### src/rtl/ffva_pkg.sv
// Shared types and constants for the first-fit allocator.
`timescale 1ns / 1ps
`default_nettype none
package ffva_pkg;
  localparam int HEAP_DEPTH = 1024;
  localparam int WORD_BYTES = 8;
  localparam int ADDR_W = $clog2(HEAP_DEPTH);
  localparam int SIZE_W = $clog2(HEAP_DEPTH + 1);
  localparam int HDR_W = SIZE_W + 1;
  localparam int WB_SHIFT = $clog2(WORD_BYTES);
  localparam int CFG_W = 11;
  localparam int REQ_W = 2;
  localparam int BYTES_W = 14;
  localparam int OFF_W = 13;
  localparam int ST_W = 2;
  localparam int NEED_W = BYTES_W + 1 - WB_SHIFT;
  localparam int LIM_W = NEED_W + 1;
  localparam int HEAD_W = OFF_W - WB_SHIFT;

  typedef enum logic [REQ_W-1:0] {REQ_ALLOC, REQ_FREE, REQ_LARGEST, REQ_REINIT} req_t;
  typedef enum logic [ST_W-1:0] {ST_OK, ST_NO_SPACE, ST_IGNORED} status_t;
  typedef enum logic [3:0] {
    S_INIT, S_IDLE, S_LOOP, S_EVCUR, S_WRSPLIT, S_WRCUR, S_EVNXT, S_REINIT, S_EMIT
  } state_t;
  typedef enum logic [2:0] {
    WR_NONE, WR_INIT, WR_CFG, WR_SPLIT, WR_TAKE, WR_ALLOC, WR_FREE, WR_MERGE
  } wr_t;
  typedef enum logic [1:0] {CUR_HOLD, CUR_ADD_RD, CUR_ADD_SZ} cur_t;
  typedef enum logic [1:0] {BEST_HOLD, BEST_RD, BEST_SZ} best_t;

  typedef struct packed {
    logic    load;
    logic    cfg;
    logic    cap;
    logic    rd_nxt;
    wr_t     wr;
    cur_t    cur;
    best_t   best;
    logic    set_st;
    status_t st;
    logic    set_off;
    logic    emit;
  } cmd_t;

  typedef struct packed {
    req_t op;
    logic go;
    logic at_head;
    logic past_head;
    logic rd_tk;
    logic rd_zero;
    logic rd_over;
    logic fit;
    logic split;
    logic nxt_end;
  } stat_t;
endpackage
`default_nettype wire

### src/rtl/ffva_dp.sv
// Datapath: walk registers, header store access and result registers.
`timescale 1ns / 1ps
`default_nettype none
module ffva_dp (
  input  wire logic                          clk,
  input  wire logic                          rst_n,
  input  wire ffva_pkg::cmd_t                cmd,
  input  wire logic [ffva_pkg::REQ_W-1:0]    in_req_type,
  input  wire logic [ffva_pkg::BYTES_W-1:0]  in_size_bytes,
  input  wire logic [ffva_pkg::OFF_W-1:0]    in_free_offset,
  input  wire logic [ffva_pkg::CFG_W-1:0]    cfg_wdata,
  output ffva_pkg::stat_t                    stat,
  output logic                               mem_we,
  output logic [ffva_pkg::ADDR_W-1:0]        mem_waddr,
  output logic [ffva_pkg::HDR_W-1:0]         mem_wdata,
  output logic [ffva_pkg::ADDR_W-1:0]        mem_raddr,
  input  wire logic [ffva_pkg::HDR_W-1:0]    mem_rdata,
  output logic                               out_valid,
  output logic [ffva_pkg::ST_W-1:0]          out_status,
  output logic [ffva_pkg::OFF_W-1:0]         out_payload_offset,
  output logic [ffva_pkg::OFF_W-1:0]         out_largest_bytes
);
  localparam int SW = ffva_pkg::SIZE_W;
  localparam int NW = ffva_pkg::NEED_W;
  localparam int LW = ffva_pkg::LIM_W;

  ffva_pkg::req_t    op_r;
  ffva_pkg::status_t st_r;
  logic [SW-1:0] act_r, cur_r, sz_r, best_r;
  logic [NW-1:0] need_r;
  logic [ffva_pkg::HEAD_W-1:0] head_r;
  logic fbad_r, out_valid_r;
  logic [ffva_pkg::OFF_W-1:0] off_r;

  logic [SW-1:0] rd_sz, cfg_act, best_cand, cur_nxt;
  logic          rd_tk;
  logic [SW:0]   nxt_sum, cp1;
  logic [LW-1:0] lim;
  logic [ffva_pkg::BYTES_W:0] bytes_up;

  assign rd_tk    = mem_rdata[ffva_pkg::HDR_W-1];
  assign rd_sz    = mem_rdata[SW-1:0];
  assign nxt_sum  = (SW+1)'(cur_r) + (SW+1)'(rd_sz);
  assign lim      = LW'(cur_r) + LW'(need_r) + LW'(1);
  assign cp1      = (SW+1)'(cur_r) + (SW+1)'(1);
  assign bytes_up = (ffva_pkg::BYTES_W+1)'(in_size_bytes)
                    + (ffva_pkg::BYTES_W+1)'(ffva_pkg::WORD_BYTES - 1);

  always_comb begin
    if (cfg_wdata > ffva_pkg::CFG_W'(ffva_pkg::HEAP_DEPTH)) begin
      cfg_act = SW'(ffva_pkg::HEAP_DEPTH);
    end else if (cfg_wdata < ffva_pkg::CFG_W'(2)) begin
      cfg_act = '0;
    end else begin
      cfg_act = SW'(cfg_wdata);
    end
  end

  always_comb begin
    stat.op        = op_r;
    stat.rd_tk     = rd_tk;
    stat.rd_zero   = (rd_sz == '0);
    stat.rd_over   = (nxt_sum > (SW+1)'(act_r));
    stat.nxt_end   = (nxt_sum >= (SW+1)'(act_r));
    stat.at_head   = (cur_r == SW'(head_r));
    stat.past_head = (cur_r > SW'(head_r));
    stat.fit       = ((NW'(rd_sz) - NW'(1)) >= need_r);
    stat.split     = ((LW'(need_r) + LW'(3)) <= LW'(rd_sz));
    case (op_r)
      ffva_pkg::REQ_ALLOC:   stat.go = (cur_r < act_r) && (lim <= LW'(act_r));
      ffva_pkg::REQ_FREE:    stat.go = (cur_r < act_r) && !fbad_r;
      ffva_pkg::REQ_LARGEST: stat.go = (cur_r < act_r);
      default:               stat.go = 1'b0;
    endcase
  end

  always_comb begin
    mem_raddr = cmd.rd_nxt ? nxt_sum[ffva_pkg::ADDR_W-1:0] : cur_r[ffva_pkg::ADDR_W-1:0];
    mem_we    = (cmd.wr != ffva_pkg::WR_NONE);
    mem_waddr = cur_r[ffva_pkg::ADDR_W-1:0];
    mem_wdata = '0;
    case (cmd.wr)
      ffva_pkg::WR_INIT: begin
        mem_waddr = '0;
        mem_wdata = {1'b0, act_r};
      end
      ffva_pkg::WR_CFG: begin
        mem_waddr = '0;
        mem_wdata = {1'b0, cfg_act};
      end
      ffva_pkg::WR_SPLIT: begin
        mem_waddr = lim[ffva_pkg::ADDR_W-1:0];
        mem_wdata = {1'b0, SW'(sz_r - SW'(1) - SW'(need_r))};
      end
      ffva_pkg::WR_TAKE:  mem_wdata = {1'b1, rd_sz};
      ffva_pkg::WR_ALLOC: mem_wdata = {1'b1, SW'(need_r + NW'(1))};
      ffva_pkg::WR_FREE:  mem_wdata = {1'b0, rd_sz};
      ffva_pkg::WR_MERGE: mem_wdata = {1'b0, SW'(sz_r + rd_sz)};
      default:            mem_wdata = '0;
    endcase
  end

  always_comb begin
    case (cmd.best)
      ffva_pkg::BEST_RD: best_cand = rd_sz - SW'(1);
      ffva_pkg::BEST_SZ: best_cand = sz_r - SW'(1);
      default:           best_cand = '0;
    endcase
    case (cmd.cur)
      ffva_pkg::CUR_ADD_RD: cur_nxt = SW'(nxt_sum);
      ffva_pkg::CUR_ADD_SZ: cur_nxt = cur_r + sz_r;
      default:              cur_nxt = cur_r;
    endcase
  end

  always_ff @(posedge clk) begin
    if (!rst_n) begin
      act_r       <= SW'(ffva_pkg::HEAP_DEPTH);
      out_valid_r <= 1'b0;
    end else begin
      out_valid_r <= cmd.emit;
      if (cmd.cfg) begin
        act_r <= cfg_act;
      end
    end
  end

  always_ff @(posedge clk) begin
    if (cmd.load) begin
      op_r   <= ffva_pkg::req_t'(in_req_type);
      need_r <= bytes_up[ffva_pkg::BYTES_W:ffva_pkg::WB_SHIFT];
      head_r <= in_free_offset[ffva_pkg::OFF_W-1:ffva_pkg::WB_SHIFT]
                - ffva_pkg::HEAD_W'(1);
      fbad_r <= (in_free_offset == '0)
                || (in_free_offset[ffva_pkg::WB_SHIFT-1:0] != '0);
      cur_r  <= '0;
      off_r  <= '0;
      best_r <= '0;
      st_r   <= ffva_pkg::ST_OK;
    end else begin
      cur_r <= cur_nxt;
      if (cmd.best != ffva_pkg::BEST_HOLD && best_cand > best_r) begin
        best_r <= best_cand;
      end
      if (cmd.set_st) begin
        st_r <= cmd.st;
      end
      if (cmd.set_off) begin
        off_r <= ffva_pkg::OFF_W'({cp1, {ffva_pkg::WB_SHIFT{1'b0}}});
      end
    end
    if (cmd.cap) begin
      sz_r <= rd_sz;
    end
  end

  assign out_valid          = out_valid_r;
  assign out_status         = st_r;
  assign out_payload_offset = off_r;
  assign out_largest_bytes  = ffva_pkg::OFF_W'({best_r, {ffva_pkg::WB_SHIFT{1'b0}}});
endmodule
`default_nettype wire

### config.mk
export PLATFORM = sky130hd
export DESIGN_NAME = ffva_dp
export DESIGN_NICKNAME = d
export VERILOG_FILES = /design/src/rtl/ffva_pkg.sv /design/src/rtl/ffva_dp.sv
export SDC_FILE = /design/constraint.sdc
export NUM_CORES = 1
export LEC_CHECK = 0
export BUFFER_PORTS_ARGS = -buffer_cell sky130_fd_sc_hd__buf_2
export CORE_AREA = 10 10 186 153
export DETAILED_ROUTE_END_ITERATION = 8
export DIE_AREA = 0 0 196 163
export GPL_TIMING_DRIVEN = 0
export PLACE_DENSITY = 0.54
export SKIP_LAST_GASP = 1
export SYNTH_ARGS = -nofsm -noshare
export SYNTH_HDL_FRONTEND = slang
export SYNTH_SLANG_ARGS = --single-unit
### constraint.sdc
create_clock -name clk -period 3.6 [get_ports clk]
set_input_delay 0.36 -clock clk [delete_from_list [all_inputs] [get_ports clk]]
set_output_delay 0.36 -clock clk [all_outputs]
set_load 0.02 [all_outputs]
## Yosys cells after proc, flatten, opt, wreduce, memory -nomap -nowiden

Index checks and enable logic that the tools add are counted.

- Eq/ne operators: 14
- Order comparisons: 10
- Reductions and logical operators: 13
- Muxes and demuxes: 8
- Add/sub/neg operators: 14

Operator list:

| kind | count |
|---|---|
| 12-bit case mux with 7 select lines | 1 |
| 11-bit case mux with 2 select lines | 2 |
| 13-bit by 11-bit less-or-equal comparator with 1-bit output | 2 |
| 11-bit adder | 2 |
| 11-bit 2-to-1 mux | 2 |
| 11-bit by 1-bit subtractor with 11-bit output (second input constant) | 2 |
| 10-bit case mux with 2 select lines | 1 |
| 14-bit by 3-bit adder with 15-bit output (second input constant) | 1 |
| 11-bit by 12-bit adder with 13-bit output | 1 |
| 12-bit by 2-bit adder with 13-bit output (second input constant) | 1 |
| 13-bit by 1-bit adder with 13-bit output (second input constant) | 1 |
| 13-bit zero test | 1 |
| 11-bit by 11-bit adder with 12-bit output | 1 |
| 3-bit equality test (second input constant) | 4 |
| 12-bit by 11-bit greater-or-equal comparator with 1-bit output | 1 |
| 12-bit greater-or-equal comparator | 1 |
| 12-bit by 11-bit > comparator with 1-bit output | 1 |
| 11-bit by 1-bit subtractor with 12-bit output (second input constant) | 1 |
| 11-bit by 1-bit adder with 11-bit output (second input constant) | 1 |
| 11-bit by 10-bit equality test with 1-bit output | 1 |
| 11-bit by 10-bit > comparator with 1-bit output | 1 |
| 11-bit > comparator | 1 |
| 11-bit > comparator (second input constant) | 1 |
| 11-bit zero test | 1 |
| other kinds (18) | 27 |

- Register bits: 82
- Input bits: 70

## Longest topological paths before layout

Gate-level depths: netlist of the first run.

- Depth after elaboration: 5
- Mapped depth: 16
- Gate-level depth less buffers: 16

## Least setup slack after synthesis of the first run

OpenSTA, ideal clock, no wires.

- Kind: reg-to-output
- Start point: reg need_r[0]
- End point: out stat[8] (netlist bit)
- Data arrival time: 3,367 ps
- Slack: -127 ps
- Cell stages (with the launch flop): 16
- Path through: edfxtp_1 inv_1 ha_1 inv_1 fa_1 a211oi_1 o21ai_0 o21ai_0 o21bai_1 a21oi_1 xnor2_1 ha_1 nand4_1 o31ai_1 a311oi_1 a311oi_1

RTL lines:

| item | RTL line | RTL |
|---|---|---|
| start: declaration | ffva_dp.sv:30 | `logic [NW-1:0] need_r;` |
| start signal: assignment | ffva_dp.sv:131 | `need_r <= bytes_up[ffva_pkg::BYTES_W:ffva_pkg::WB_SHIFT];` |
| end: declaration | ffva_dp.sv:12 | `output ffva_pkg::stat_t stat,` |

==> metrics.txt, run 1 <==
# TYPE chip_impl_metric gauge
chip_impl_metric{name="overflow",unit=""} 0
chip_impl_metric{name="timing.slew.headroom",unit="%"} 40.53
chip_impl_metric{name="final.period_utilization",unit="%"} 111.2
chip_impl_metric{name="crit_path_max_incr_delay",unit="ps"} 470
chip_impl_info{name="critPathCaptureType",value="output port"} 1
chip_impl_info{name="synth_area_leaders",value="sky130_fd_sc_hd__ha_1 19%, sky130_fd_sc_hd__edfxtp_1 12%, sky130_fd_sc_hd__dfxtp_1 10%, sky130_fd_sc_hd__xnor2_1 7.2%, sky130_fd_sc_hd__inv_1 3.4%"} 1
chip_impl_metric{name="hold_slack",unit="ps"} 159.9
chip_impl_metric{name="place.port_buffers",unit=""} 131
chip_impl_metric{name="placedInstanceArea",unit="µm²"} 10070
chip_impl_metric{name="number_of_global_route_vias_before_repair",unit=""} 8253
chip_impl_metric{name="antenna_cells_inserted",unit=""} 0
chip_impl_metric{name="post-dp-hpwl",unit="µm"} 24330
chip_impl_info{name="setup_repair_after_global_routing_missed_its_margin",value="true"} 1
chip_impl_info{name="synth_area_leader",value="sky130_fd_sc_hd__ha_1"} 1
chip_impl_metric{name="grt_max_degree",unit=""} 27
chip_impl_metric{name="boundaryPins",unit=""} 143
chip_impl_metric{name="vdd_drop_max",unit="µV"} 441.5
chip_impl_metric{name="fin_skew",unit="ps"} 8.959
chip_impl_metric{name="cts-buffers-inserted",unit=""} 9
chip_impl_info{name="hold_path_class",value="in -> reg"} 1
chip_impl_metric{name="synth_seq_area_share",unit="%"} 22.27
chip_impl_metric{name="ys_ff_latch",unit=""} 82
chip_impl_metric{name="rows",unit=""} 52
chip_impl_metric{name="final_area",unit="µm²"} 11030
chip_impl_metric{name="drt-wirelength-per-cell",unit="µm"} 19.88
chip_impl_metric{name="synth_simple_gate_area_share",unit="%"} 17.97
chip_impl_metric{name="final-setup-viol-count",unit=""} 4
chip_impl_info{name="critical-path-slowest-cell",value="sky130_fd_sc_hd__edfxtp_1"} 1
chip_impl_metric{name="maximum_clock_insertion_buffer_count",unit=""} 2
chip_impl_metric{name="drt_first_pass_iters",unit=""} 5
chip_impl_info{name="timing_worst_setup_path_type",value="reg -> out"} 1
chip_impl_metric{name="finalCriticalPeriod",unit="ps"} 4002
chip_impl_metric{name="cell_area_after_synthesis",unit="µm²"} 8989
chip_impl_info{name="yosys_most_used_dff",value="sky130_fd_sc_hd__dfxtp_1"} 1
chip_impl_metric{name="detail_route.iter0.violations",unit=""} 762
chip_impl_metric{name="grtUsageTotal",unit="%"} 19.01
chip_impl_metric{name="leakage",unit="nW"} 4.919
chip_impl_metric{name="synth_top_area_share",unit="%"} 19.07
chip_impl_metric{name="core_area",unit="µm²"} 24850
chip_impl_metric{name="post-route-worst-setup-slack",unit="ps"} -402.3
chip_impl_metric{name="number_of_distinct_library_cell_variants_in_the_gate_level_netlist_after_synthesis",unit=""} 73
chip_impl_metric{name="detailroute.via_count",unit=""} 8600
chip_impl_metric{name="synth_xor_area_share",unit="%"} 9.646
chip_impl_metric{name="wire_length_of_the_first_global_routing_pass",unit="µm"} 47630
chip_impl_metric{name="synth_compound_gate_area_share",unit="%"} 20.00
chip_impl_metric{name="insertion_delay",unit="ps"} 370
chip_impl_metric{name="slew_violations",unit=""} 0
chip_impl_metric{name="yosysWarningCount",unit=""} 0
chip_impl_metric{name="clk_pin_slew_worst_paths",unit="ps"} 80
chip_impl_metric{name="critical_path_arrival",unit="ps"} 3640
chip_impl_info{name="worst_path_dominant_cell_family",value="compound AO/OA/AOI/OAI gates"} 1
chip_impl_info{name="violations_in_the_final_reports",value="setup timing"} 1
chip_impl_info{name="synth.top_cells.by_count",value="137 x sky130_fd_sc_hd__ha_1, 82 x sky130_fd_sc_hd__inv_1, 81 x sky130_fd_sc_hd__nor2_1"} 1
chip_impl_info{name="outcome",value="complete, but fails checks"} 1
chip_impl_metric{name="post_synth_inst_count",unit=""} 1063
chip_impl_metric{name="synthAdderAreaFrac",unit="%"} 20.18
chip_impl_metric{name="postSynth.asyncResetShare",unit="%"} 0
chip_impl_metric{name="synthesis.area_per_instance",unit="µm²"} 8.456
chip_impl_metric{name="hold_buffer_count_at_cts",unit=""} 0
chip_impl_metric{name="antenna_found_initial",unit=""} 0
chip_impl_metric{name="flow.area_growth_from_synthesis",unit="%"} 22.69
chip_impl_info{name="clockRootBuffer",value="sky130_fd_sc_hd__clkbuf_16"} 1
chip_impl_metric{name="dieHeight",unit="µm"} 163
chip_impl_metric{name="worst-endpoint-required",unit="ps"} 3240
chip_impl_metric{name="fmax",unit="GHz"} 0.2499
chip_impl_metric{name="power",unit="mW"} 4.718
chip_impl_info{name="synthMostInstantiatedCell",value="sky130_fd_sc_hd__ha_1"} 1
chip_impl_metric{name="worstMarginPinSlew",unit="ps"} 890.2
chip_impl_info{name="timing.critical_path.from_type",value="register"} 1
chip_impl_metric{name="finish.net_count",unit=""} 1459
chip_impl_metric{name="number_of_synthesized_flops_with_an_enable_pin",unit=""} 36
chip_impl_metric{name="timing_hold_violations_final",unit=""} 0
chip_impl_metric{name="timing.critical_path.buf_inv",unit=""} 3
chip_impl_metric{name="drc",unit=""} 0
chip_impl_info{name="combinational_family_with_the_most_area_after_synthesis",value="adder cells"} 1
chip_impl_metric{name="number_of_nets_still_failing_antenna_checks_after_routing",unit=""} 0
chip_impl_metric{name="die-width",unit="µm"} 196
chip_impl_info{name="crit_path_cell_chain",value="inv_2 -> ha_1 -> inv_1 -> fa_2 -> a211oi_2 -> o21ai_1 -> o21ai_2 -> o21bai_1 -> a21oi_1 -> xnor2_1 -> ha_1 -> nand4_1 -> o31ai_4 -> a311oi_2 -> a311oi_2 -> buf_4"} 1
chip_impl_metric{name="vias_per_cell",unit=""} 5.457
chip_impl_metric{name="dieArea",unit="µm²"} 31950
chip_impl_metric{name="crit_fanout",unit=""} 3
chip_impl_metric{name="h-tree-depth",unit=""} 3
chip_impl_metric{name="place_congestion",unit=""} 0.9082
chip_impl_metric{name="numClockSinks",unit=""} 82
chip_impl_metric{name="max_cap_violations",unit=""} 0
chip_impl_metric{name="power-per-cell-area",unit="nW/µm²"} 427.8
chip_impl_metric{name="drive_above_1_share",unit="%"} 22.84
chip_impl_metric{name="initial_core_util",unit="%"} 36.17
chip_impl_metric{name="wl",unit="µm"} 31330
chip_impl_metric{name="muxShareOfSynthArea",unit="%"} 3.619
chip_impl_info{name="tritoncts_clock_tree",value="done"} 1
==> cells in the final DEF (no fill, tap or decap), types with 7 or more instances in the layout <==
cell	count
sky130_fd_sc_hd__a211oi_1	24
sky130_fd_sc_hd__a21o_1	21
sky130_fd_sc_hd__a21oi_1	53
sky130_fd_sc_hd__a22o_1	12
sky130_fd_sc_hd__a22oi_1	13
sky130_fd_sc_hd__and2_1	15
sky130_fd_sc_hd__and2b_1	8
sky130_fd_sc_hd__buf_2	128
sky130_fd_sc_hd__buf_4	54
sky130_fd_sc_hd__clkbuf_1	26
sky130_fd_sc_hd__clkbuf_16	9
sky130_fd_sc_hd__dfxtp_1	37
sky130_fd_sc_hd__edfxtp_1	36
sky130_fd_sc_hd__ha_1	132
sky130_fd_sc_hd__inv_1	79
sky130_fd_sc_hd__mux2_2	7
sky130_fd_sc_hd__mux2i_1	18
sky130_fd_sc_hd__nand2_1	55
sky130_fd_sc_hd__nand2b_1	18
sky130_fd_sc_hd__nand3_1	33
sky130_fd_sc_hd__nand4_1	15
sky130_fd_sc_hd__nor2_1	79
sky130_fd_sc_hd__nor2b_1	17
sky130_fd_sc_hd__nor3_1	24
sky130_fd_sc_hd__o211ai_1	9
sky130_fd_sc_hd__o21a_1	15
sky130_fd_sc_hd__o21ai_0	45
sky130_fd_sc_hd__o22ai_1	13
sky130_fd_sc_hd__or3_1	7
sky130_fd_sc_hd__xnor2_1	66
sky130_fd_sc_hd__xnor2_2	7
sky130_fd_sc_hd__xor2_1	22
==> flip-flops by register name, summed over array words and instances, names as in the netlist <==
name / flops
act_r: 11
best_r: 11
cur_r: 11
fbad_r: 1
head_r: 10
need_r: 12
op_r: 2
out_payload_offset: 10
out_status: 2
out_valid: 1
sz_r: 11
==> worst reg2reg max path, cell delays in order, from the launching register on <==
cell                       delay, ps
sky130_fd_sc_hd__edfxtp_1        490
sky130_fd_sc_hd__nor4_4          360
sky130_fd_sc_hd__nand4b_1        210
sky130_fd_sc_hd__xnor2_2         200
sky130_fd_sc_hd__a22oi_1         190
sky130_fd_sc_hd__and2b_1         220
sky130_fd_sc_hd__ha_1            300
sky130_fd_sc_hd__nand4_1         150
sky130_fd_sc_hd__a221o_1         340
sky130_fd_sc_hd__a211oi_4        290
sky130_fd_sc_hd__buf_6           220
sky130_fd_sc_hd__mux2i_1         200
sky130_fd_sc_hd__nor2_1           50
==> timing repair <==
| action | in CTS | in global routing |
|---|---|---|
| setup endpoints to repair | 7 | 7 |
| cloned | 0 | 0 |
| setup buffers | 25 | 12 |
| pin swaps | 25 | 21 |
| hold endpoints to repair | 0 | 0 |
| resized for setup | 65 | 31 |
==> final timing paths <==
check	from	endpoint	slack, ps	depth (start not counted)
worst max-delay path	need_r[0]	stat[8]	-400	16
worst min register to register	out_payload_offset[7]	out_payload_offset[7]	490	2
worst min-delay path	in_req_type[1]	op_r[1]	160	1
worst max register to register	sz_r[3]	best_r[9]	260	12
==> metrics by stage <==
stage,std cells,setup slack [ps],util [%],setup TNS [ps]
after global routing,1576,-689.8,44.37,-1281
final,1576,-402.3,44.37,-581.2
after CTS,1564,-380.5,43.39,-577.9
after detailed placement,1523,-588.6,40.54,-1078
after floorplan,1068,33.47,-,0
after global placement,1523,-645.7,40.54,-1069
==> power by group <==
group / internal [mW] / switching [mW] / leakage (nW) / total, mW
logic: 1.12 / 1.45 / 4.05 / 2.57
registers: 1.06 / 0.141 / 0.735 / 1.20
clock network: 0.479 / 0.463 / 0.140 / 0.942
==> cells by family after synthesis <==
group / Yosys count
other cells: 1
flops: 82
fa+ha+maj: 142
xor+xnor: 99
compound gates: 269
mux: 29
simple gates: 311
buf+inv: 130
==> layer usage <==
metal	vias up	global-route usage [%]	share of wire, %
li1	4234	-	-
met4	0	4.227	1.4
met3	31	4.547	8.1
met5	-	0	0
met2	311	28.09	42
met1	4024	27.19	48
==> area by class of cell <==
type	count	area (µm²)
fill	2531	13830
multi-input combinational	856	6784
sequential	82	2028
timing repair buffer	168	964.7
tap	324	405.4
inverter	83	315.3
buffer	47	254.0
clock buffer	10	229.0
clock inverter	6	47.55
Power figures use the tool's default switching activity.
==> run 2: changes to the inputs <==
==> constraint.sdc (replaced) <==
create_clock -name clk -period 3.6 [get_ports clk]
set_input_delay 0.72 -clock clk [delete_from_list [all_inputs] [get_ports clk]]
set_output_delay 0.72 -clock clk [all_outputs]
set_load 0.02 [all_outputs]
==> run 2 against run 1 <==
Compared with the run above: the run still ends with setup timing left; cell area up 6.9%; combinational power up 8.6%; flip-flop and latch count stayed put; clock skew fell by 0.79 ps; final cell count increased by 2.2%; critical path type unchanged; highest routed layer unchanged.
==> metrics.txt, run 2 (same netlist as run 1, synthesis figures left out) <==
# TYPE chip_impl_metric gauge
chip_impl_info{name="violations_in_the_final_reports",value="setup timing"} 1
chip_impl_metric{name="timing.slew.headroom",unit="%"} 35.96
chip_impl_info{name="crit_path_start",value="need_r[0]"} 1
chip_impl_metric{name="boundaryPins",unit=""} 143
chip_impl_metric{name="maximum_clock_insertion_buffer_count",unit=""} 2
chip_impl_metric{name="core_area",unit="µm²"} 24850
chip_impl_metric{name="hold_buffer_count_at_cts",unit=""} 0
chip_impl_info{name="setup_repair_after_global_routing_missed_its_margin",value="true"} 1
chip_impl_metric{name="dieArea",unit="µm²"} 31950
chip_impl_metric{name="multi_input_area",unit="µm²"} 7182
chip_impl_metric{name="die-width",unit="µm"} 196
chip_impl_info{name="timing.critical_path.from_type",value="register"} 1
chip_impl_info{name="r2r-start",value="sz_r[5]"} 1
chip_impl_metric{name="wl",unit="µm"} 32270
chip_impl_metric{name="flow.area_growth_from_synthesis",unit="%"} 31.17
chip_impl_metric{name="initial_core_util",unit="%"} 36.17
chip_impl_info{name="final_common_cell",value="sky130_fd_sc_hd__buf_2"} 1
chip_impl_metric{name="wire_length_of_the_first_global_routing_pass",unit="µm"} 48220
chip_impl_metric{name="final.period_utilization",unit="%"} 121.0
chip_impl_metric{name="leakage",unit="nW"} 5.187
chip_impl_metric{name="rows",unit=""} 52
chip_impl_metric{name="drc",unit=""} 0
chip_impl_metric{name="detail_route.iter0.violations",unit=""} 725
chip_impl_metric{name="post-dp-hpwl",unit="µm"} 24260
chip_impl_metric{name="worstRegToRegCells",unit=""} 14
chip_impl_metric{name="worst-endpoint-required",unit="ps"} 2880
chip_impl_metric{name="finish.net_count",unit=""} 1493
chip_impl_metric{name="cts-buffers-inserted",unit=""} 9
chip_impl_metric{name="number_of_global_route_vias_before_repair",unit=""} 8502
chip_impl_metric{name="worstMarginPinSlew",unit="ps"} 958.7
chip_impl_metric{name="vdd_drop_max",unit="µV"} 409.9
chip_impl_info{name="crit_path_cell_chain",value="inv_2 -> ha_1 -> inv_1 -> fa_2 -> a211oi_4 -> nor2_1 -> o21a_1 -> nor2_1 -> xnor2_1 -> ha_1 -> a211oi_1 -> a211o_1 -> a311oi_2 -> a311oi_2 -> buf_4"} 1
chip_impl_metric{name="insertion_delay",unit="ps"} 370
chip_impl_info{name="outcome",value="complete, but fails checks"} 1
chip_impl_metric{name="largest_register_ff_count",unit=""} 12
chip_impl_metric{name="power-per-cell-area",unit="nW/µm²"} 417.4
chip_impl_metric{name="grtUsageTotal",unit="%"} 19.12
chip_impl_metric{name="dp.cells",unit=""} 1523
chip_impl_metric{name="clk_pin_slew_worst_paths",unit="ps"} 70
chip_impl_metric{name="hold_slack",unit="ps"} 489.7
chip_impl_info{name="hold_path_class",value="reg -> reg"} 1
chip_impl_metric{name="drt_first_pass_iters",unit=""} 6
chip_impl_metric{name="dpl_worst_slack",unit="ps"} -715.4
chip_impl_metric{name="post-route-worst-setup-slack",unit="ps"} -754.8
chip_impl_metric{name="finish.cell_count_without_fillers",unit=""} 1610
chip_impl_info{name="tritoncts_clock_tree",value="done"} 1
chip_impl_metric{name="detailroute.via_count",unit=""} 8902
chip_impl_info{name="layout.cells.most_common_list",value="116 x sky130_fd_sc_hd__buf_2, 115 x sky130_fd_sc_hd__ha_1, 84 x sky130_fd_sc_hd__buf_4"} 1
chip_impl_metric{name="reg2reg_setup_slack",unit="ps"} 10
chip_impl_metric{name="place_congestion",unit=""} 0.8932
chip_impl_metric{name="number_of_nets_still_failing_antenna_checks_after_routing",unit=""} 0
chip_impl_metric{name="numClockSinks",unit=""} 82
chip_impl_metric{name="overflow",unit=""} 0
chip_impl_metric{name="drive_above_1_share",unit="%"} 29.32
chip_impl_info{name="clockRootBuffer",value="sky130_fd_sc_hd__clkbuf_16"} 1
chip_impl_metric{name="fin_util",unit="%"} 47.44
chip_impl_metric{name="h-tree-depth",unit=""} 3
chip_impl_metric{name="fmax",unit="GHz"} 0.2296
chip_impl_info{name="critical-path-slowest-cell",value="sky130_fd_sc_hd__edfxtp_1"} 1
chip_impl_metric{name="antenna_cells_inserted",unit=""} 0
chip_impl_metric{name="final-setup-viol-count",unit=""} 7
chip_impl_info{name="timing_worst_setup_path_type",value="reg -> out"} 1
chip_impl_metric{name="antenna_found_initial",unit=""} 0
chip_impl_info{name="critPathCaptureType",value="output port"} 1
chip_impl_metric{name="grt_max_degree",unit=""} 27
chip_impl_metric{name="slew_violations",unit=""} 0
chip_impl_metric{name="drt-wirelength-per-cell",unit="µm"} 20.05
chip_impl_info{name="crit-reg2reg-capture",value="best_r[9]"} 1
chip_impl_info{name="top_register",value="need_r"} 1
chip_impl_metric{name="crit_path_max_incr_delay",unit="ps"} 470
chip_impl_metric{name="finalCriticalPeriod",unit="ps"} 4355
chip_impl_metric{name="timing_hold_violations_final",unit=""} 0
chip_impl_metric{name="dieHeight",unit="µm"} 163
chip_impl_info{name="worstSetupEndpoint",value="stat[8]"} 1
chip_impl_metric{name="filler_cell_count",unit=""} 2427
chip_impl_metric{name="place.port_buffers",unit=""} 131
chip_impl_metric{name="crit_fanout",unit=""} 3
chip_impl_metric{name="flip_flop_and_latch_area",unit="µm²"} 2023
chip_impl_metric{name="fin_skew",unit="ps"} 8.165
chip_impl_metric{name="critical_path_arrival",unit="ps"} 3630
chip_impl_metric{name="max_cap_violations",unit=""} 0
chip_impl_metric{name="vias_per_cell",unit=""} 5.529
==> run 2: worst min-delay path by stage <==
stage / slack [ps] / depth (start not counted) / endpoint / start
after global routing: 520 / 2 / out_payload_offset[7] / out_payload_offset[7]
final: 490 / 2 / out_payload_offset[11] / out_payload_offset[11]
after CTS: 490 / 2 / out_payload_offset[11] / out_payload_offset[11]
after detailed placement: 480 / 2 / out_payload_offset[8] / out_payload_offset[8]
after floorplan: 460 / 2 / best_r[10] / best_r[10]
after global placement: 470 / 2 / out_payload_offset[6] / out_payload_offset[6]
==> run 2: area by class of cell <==
type                       count  share of cell area, %
multi-input combinational    856                  60.91
sequential                    82                  17.16
timing repair buffer         202                  11.16
tap                          324                  3.438
inverter                      83                  2.833
buffer                        47                  2.186
clock buffer                  11                  2.006
clock inverter                 5                 0.2971
==> run 2: worst max-delay path, delay by kind of cell, from the launching register on <==
family,cells,cell delay (ps)
buffers and inverters,3,330
adders and majority gates,3,850
AOI/OAI and AO/OA,6,1240
xor gates and xnor gates,1,170
DFF,1,470
and+or+nand+nor,2,210
==> run 2: through the flow <==
stage                     setup TNS (ps)  instance area, µm²  power, mW
after global placement             -7229               10100      3.451
after floorplan                   -203.4                9040      2.785
after detailed placement           -7871               10100      3.461
after global routing               -5473               11790      5.241
after CTS                          -2563               11080      4.655
final                              -2740               11790      4.922
==> run 2: report_power, final <==
| part | leakage (nW) | total, mW | internal [mW] | switching (mW) |
|---|---|---|---|---|
| Sequential | 0.734 | 1.22 | 1.06 | 0.155 |
| Clock | 0.139 | 0.915 | 0.481 | 0.434 |
| Combinational | 4.31 | 2.79 | 1.27 | 1.52 |
==> run 2: routing by layer <==
layer / part of all wire, % / GRT usage (%) / wire, µm
met2: 42 / 27.93 / 13590
met1: 48 / 27.26 / 15430
met5: 0 / 0 / 0
met4: 1.8 / 5.475 / 567
met3: 8.3 / 4.403 / 2684
==> run 2: what timing repair did <==
item / CTS / global route
setup buffers: 45 / 31
endpoints found under the setup margin: 29 / 25
gates cloned: 0 / 1
resized for setup: 98 / 106
pin swaps: 45 / 61
